File: src/design/ggws_pkg.sv
`timescale 1ns / 1ps
package ggws_pkg;

    localparam int HEIGHT_BITS = 23;
    localparam int COUNT_BITS  = 16;
    localparam int FLAG_BITS   = 5;
    localparam int OBJ_BITS    = 16;

    // Glyph flag bit positions.
    localparam int FLAG_SPACE    = 0;
    localparam int FLAG_GEN      = 1;
    localparam int FLAG_PUNCT    = 2;
    localparam int FLAG_COMBINE  = 3;
    localparam int FLAG_OBJVALID = 4;

    localparam logic KIND_GLYPH = 1'b0;
    localparam logic KIND_EOL   = 1'b1;

    // Break limit is gap * GAP_SCALE > num * H.
    localparam int NUM_W     = 9;
    localparam logic [NUM_W-1:0] NUM_BASE   = 9'd140;
    localparam logic [NUM_W-1:0] NUM_PUNCT  = 9'd182;
    localparam logic [NUM_W-1:0] NUM_CONSEC = 9'd210;
    localparam logic [NUM_W-1:0] NUM_BOTH   = 9'd273;
    localparam logic [NUM_W-1:0] GAP_SCALE  = 9'd400;

    // Insertion engine states.
    localparam logic [1:0] SRT_IDLE = 2'd0;
    localparam logic [1:0] SRT_RD   = 2'd1;
    localparam logic [1:0] SRT_CMP  = 2'd2;

endpackage

File: src/design/ggws_sort_store.sv
`timescale 1ns / 1ps
module ggws_sort_store #(
    parameter int W = 24,
    parameter bit SIGNED_VALS = 1'b1,
    parameter int DEPTH = 64
) (
    input  logic                     aclk,
    input  logic                     aresetn,
    input  logic                     start,
    input  logic [$clog2(DEPTH)-1:0] fill,
    input  logic [W-1:0]             value,
    input  logic [$clog2(DEPTH)-1:0] med_idx,
    output logic                     busy,
    output logic [W-1:0]             rd_data
);
    localparam int IW = $clog2(DEPTH);

    logic [W-1:0]  mem [DEPTH];
    logic [W-1:0]  rdata_reg;
    logic [1:0]    state_reg, state_next;
    logic [IW-1:0] idx_reg, idx_next;
    logic [W-1:0]  val_reg, val_next;
    logic [IW-1:0] rd_addr;
    logic          we;
    logic [IW-1:0] waddr;
    logic [W-1:0]  wdata;
    logic [W-1:0]  key_a, key_b;

    // Flipping the sign bit turns a signed order into an unsigned one.
    assign key_a = {rdata_reg[W-1] ^ SIGNED_VALS, rdata_reg[W-2:0]};
    assign key_b = {val_reg[W-1] ^ SIGNED_VALS, val_reg[W-2:0]};

    assign rd_addr = (state_reg == ggws_pkg::SRT_IDLE) ? med_idx : idx_reg - 1'b1;
    assign busy    = (state_reg != ggws_pkg::SRT_IDLE);
    assign rd_data = rdata_reg;

    always_comb begin
        state_next = state_reg;
        idx_next   = idx_reg;
        val_next   = val_reg;
        we         = 1'b0;
        waddr      = idx_reg;
        wdata      = val_reg;
        case (state_reg)
            ggws_pkg::SRT_IDLE: begin
                if (start) begin
                    idx_next   = fill;
                    val_next   = value;
                    state_next = ggws_pkg::SRT_RD;
                end
            end
            ggws_pkg::SRT_RD: begin
                if (idx_reg == '0) begin
                    we         = 1'b1;
                    state_next = ggws_pkg::SRT_IDLE;
                end else begin
                    state_next = ggws_pkg::SRT_CMP;
                end
            end
            ggws_pkg::SRT_CMP: begin
                we = 1'b1;
                if (key_a > key_b) begin
                    wdata      = rdata_reg;
                    idx_next   = idx_reg - 1'b1;
                    state_next = ggws_pkg::SRT_RD;
                end else begin
                    state_next = ggws_pkg::SRT_IDLE;
                end
            end
            default: state_next = ggws_pkg::SRT_IDLE;
        endcase
    end

    always_ff @(posedge aclk) begin
        if (!aresetn) begin
            state_reg <= ggws_pkg::SRT_IDLE;
        end else begin
            state_reg <= state_next;
        end
        idx_reg <= idx_next;
        val_reg <= val_next;
    end

    always_ff @(posedge aclk) begin
        if (we) begin
            mem[waddr] <= wdata;
        end
    end

    always_ff @(posedge aclk) begin
        rdata_reg <= mem[rd_addr];
    end

endmodule
File: config.mk
export PLATFORM = sky130hd
export DESIGN_NAME = ggws_sort_store
export DESIGN_NICKNAME = d
export VERILOG_FILES = /design/src/design/ggws_pkg.sv /design/src/design/ggws_sort_store.sv
export SDC_FILE = /design/constraint.sdc
export NUM_CORES = 2
export LEC_CHECK = 0
export BUFFER_PORTS_ARGS = -buffer_cell sky130_fd_sc_hd__clkbuf_2
export CORE_MARGIN = 1
export CORE_UTILIZATION = 35
export CTS_CLUSTER_DIAMETER = 30
export DETAILED_ROUTE_END_ITERATION = 10
export SLEW_MARGIN = 20
export SYNTH_ARGS = -nofsm -noshare
export SYNTH_HDL_FRONTEND = slang
export SYNTH_SLANG_ARGS = --single-unit
export TNS_END_PERCENT = 50
File: constraint.sdc
create_clock -name aclk -period 3.9 [get_ports aclk]
set_input_delay 0.585 -clock aclk [delete_from_list [all_inputs] [get_ports aclk]]
set_output_delay 0.585 -clock aclk [all_outputs]
set_load 0.01 [all_outputs]
==> qor.csv <==
stage,metric,value,unit
synthesis,post-synthesis sequential area ratio,72.35,%
sta,fin crit period,3760,ps
sta,relative slew slack,23.96,%
pwr,power per cell area,674.5,mW/mm^2
routing,wire length per cell,28.49,um
pwr,Sw Ratio,27.84,%
min_path,min-delay worst type,in -> reg,
pwr,Flop pwr share,36.0,%
routing,DRC,0,
floorplanning,core area,0.1860,mm^2
clock_network,Max Buffers Root-to-Sink,4,
synthesis,syn avg cell area,14.15,um^2
final_layout,Layout area overhead,23.63,%
min_path,Hold Crit Depth,3,
floorplanning,# IOs,64,
routing,DRT Pass-1 Iters,6,
routing,drt total wl,218800,um
clock_network,Root Buffer,clkbuf_16,
pwr,Int Pwr,39.54,mW
placement,hpwl dp,124600,um
placement,RePlAce Congestion,0.8730,
min_path,launch point of the worst hold path,fill[5],
sta,Final Max Tran Viols,0,
clock_network,Num CTS Buffers,313,
sta,Fin Setup TNS,0,ps
sta,Min Hold Slack,85.90,ps
setup_path,Crit Path Category,reg -> reg,
min_path,Worst Hold Path EP,idx_reg[5]$_DFFE_PP_,
clock_network,CTS tree,done,
clock_network,clk slew on worst S/H paths,40,ps
sta,Worst Skew,74.14,ps
floorplanning,initial core utilization,35.32,%
routing,initial DRC count,5630,
clock_network,H-tree Lvls,5,
sta,Slew @ Worst Pin,1126,ps
pwr,VDD IR-drop max,0.5329,mV
global_routing,initial antenna violation count,9,
floorplanning,Die Ht,435.3,um
synthesis,cells after synthesis,4645,
run,Max-Cap Viols,0,
routing,Vias/cell,6.018,
final_layout,max reg flops,1536,
synthesis,syn_nets,4713,
outcome,status,"finished, final reports clean",
final_layout,Fillers,16200,
pwr,Combinational Power Share,16.0,%
final_layout,layout cells sized above 1,18.69,%
placement,# port buffers,63,
synthesis,post-synth cell types,69,
floorplanning,die width,435.3,um
floorplanning,Die Area,0.1895,mm^2
sta,Fmax,266.0,MHz
setup_path,type of origin of the critical path,flip-flop,
sta,Final WS setup,140.5,ps
setup_path,WP data required,4690,ps
placement,Place WS,77.74,ps
global_routing,first-pass GRT wire length,314100,um
global_routing,number of global-route vias before repair,44660,
routing,Detail Route Antenna Nets,0,
synthesis,Syn Std Cell Area,0.06571,mm^2
setup_path,worst r2r src,idx_reg[1]$_DFFE_PP_,
synthesis,Post-synth EDFFs,1566,
global_routing,Global Route Usage Sum,22.47,%
global_routing,largest net degree at the start of global routing,85,
pwr,Static Leakage,26.27,nW
routing,via count,46220,
synthesis,ys async rst share,0,%
floorplanning,Rows,158,
final_layout,nets,5024,
pwr,Sw Pwr,15.26,mW
setup_path,flop2flop setup slack,140,ps
final_layout,"Core Util, Final",43.67,%
clock_network,Post-CTS Setup Bufs,0,
setup_path,Critical Path AT,4550,ps
synthesis,YS warnings,0,
pwr,clock power share,47.9,%
synthesis,"FF+latch count, synth",1592,
global_routing,GRT overflow,0,
setup_path,crit-path max FO,65,
synthesis,"Top FF cell, synth",edfxtp_1,
sta,Final Hold Fails,0,
clock_network,clk sinks,1592,
setup_path,endpoint type of the worst setup path,flip-flop,
clock_network,Skew-Pair Late Insertion Delay,930,ps
sta,# setup viols final,0,
sta,period utilization,96.40,%
setup_path,Worst R2R End,rd_data[1]$_DFF_P_,
setup_path,worst reg-to-reg path cell count,11,
-- cell usage after synthesis (46+ instances only) --
library cell / n / area share, %
a211oi_1: 62 / 0.71
a21oi_1: 318 / 2.4
a22oi_1: 70 / 0.80
buf_2: 109 / 0.83
clkbuf_1: 222 / 1.3
edfxtp_1: 1566 / 72
nand2_1: 141 / 0.81
nand3_1: 48 / 0.37
nand4_1: 50 / 0.48
nor2_1: 519 / 3.0
nor3_1: 249 / 1.9
o21a_1: 72 / 0.82
o21ai_0: 111 / 0.85
o221ai_1: 202 / 2.7
o22ai_1: 46 / 0.44
o41ai_1: 198 / 2.6
or3_1: 70 / 0.67
or4_1: 67 / 0.77
-- critical path: stages (launching register included) --
cell	delay [ps]
edfxtp_1	490
inv_1	140
ha_2	460
nor2b_4	330
buf_12	260
buf_16	320
nor3_1	110
o41ai_1	360
o221ai_1	210
a22oi_2	330
nand4_1	390
nor2_1	170
-- power by group through the flow --
stage          clock [mW]  combinational (mW)  sequential (mW)
3_3_place_gp            0                8.47             20.1
2_1_floorplan           0                4.76             19.9
6_report             26.3                8.79             19.8
3_5_place_dp            0                8.58             20.1
4_1_cts              26.5                8.63             19.7
5_1_grt              27.3                9.27             19.7
-- logic make-up after synthesis --
| family | after synthesis | share of synthesized area (%) |
|---|---|---|
| AO/OA/AOI/OAI | 1356 | 15.02 |
| XOR/XNOR | 1 | 0.01333 |
| adder cells (fa/ha/maj) | 29 | 0.5522 |
| buffers and inverters | 419 | 2.778 |
| flip-flops | 1592 | 72.35 |
| multiplexers | 31 | 0.5255 |
| AND/OR/NAND/NOR | 1217 | 8.761 |
-- cell usage in the layout, fill, tap and decap left out, drive strengths merged, types with 37 or more instances in the layout --
master and count:
a211oi 62, a21oi 318, a22oi 70, and3 38, buf 293, bufinv 37
clkbuf 419, clkinv 97, edfxtp 1566, inv 66, nand2 142, nand3 48
nand4 50, nor2 520, nor3 253, o2111ai 44, o21a 72, o21ai 113
o21bai 45, o221ai 202, o22ai 46, o2bb2ai 44, o41ai 198, or3 70
or4 67
-- layout make-up --
type	count	area, um^2	share of cell area, %
well taps	2480	3103	3.819
repair buffers	381	3511	4.321
flip-flops and latches	1592	47550	58.52
clock buffers	356	8132	10.01
inverters	34	127.6	0.1571
multi-input cells	2634	16650	20.49
diodes	4	10.01	0.01232
clock inverters	199	2167	2.667
-- routing by layer --
layer  up-vias  routed length, um  track usage (%)
met2      2762             101400            35.10
li1      19530                  -                -
met4        10              10030            10.64
met3       537              23260            5.418
met1     23380              84100            29.41
met5         -                 59                0
-- repair_timing --
action / 4_1_cts / 5_1_grt
hold buffers: 25 / 0
resized for setup: 0 / 5
endpoints found under the hold margin: 26 / 0
setup endpoints to repair: 0 / 5
-- worst max-delay path by stage --
| stage | from | endpoint |
|---|---|---|
| 3_5_place_dp | idx_reg[1]$_DFFE_PP_ | rd_data[1]$_DFF_P_ |
| 4_1_cts | idx_reg[1]$_DFFE_PP_ | rd_data[1]$_DFF_P_ |
| 5_1_grt | idx_reg[1]$_DFFE_PP_ | rd_data[1]$_DFF_P_ |
| 6_report | idx_reg[1]$_DFFE_PP_ | rd_data[1]$_DFF_P_ |
| 2_1_floorplan | idx_reg[0]$_DFFE_PP_ | mem[0][0]$_DFFE_PP_ |
| 3_3_place_gp | idx_reg[1]$_DFFE_PP_ | rd_data[15]$_DFF_P_ |
-- per-stage QoR --
stage | area [um^2] | power, mW | instances
detailed placement | 70670 | 28.64 | 7097
global route | 81240 | 56.25 | 7677
CTS | 81220 | 54.84 | 7677
floorplan | 65710 | 24.66 | 4645
global placement | 70670 | 28.54 | 7097
finish | 81240 | 54.80 | 7680
(Power assumes the default switching activity.)
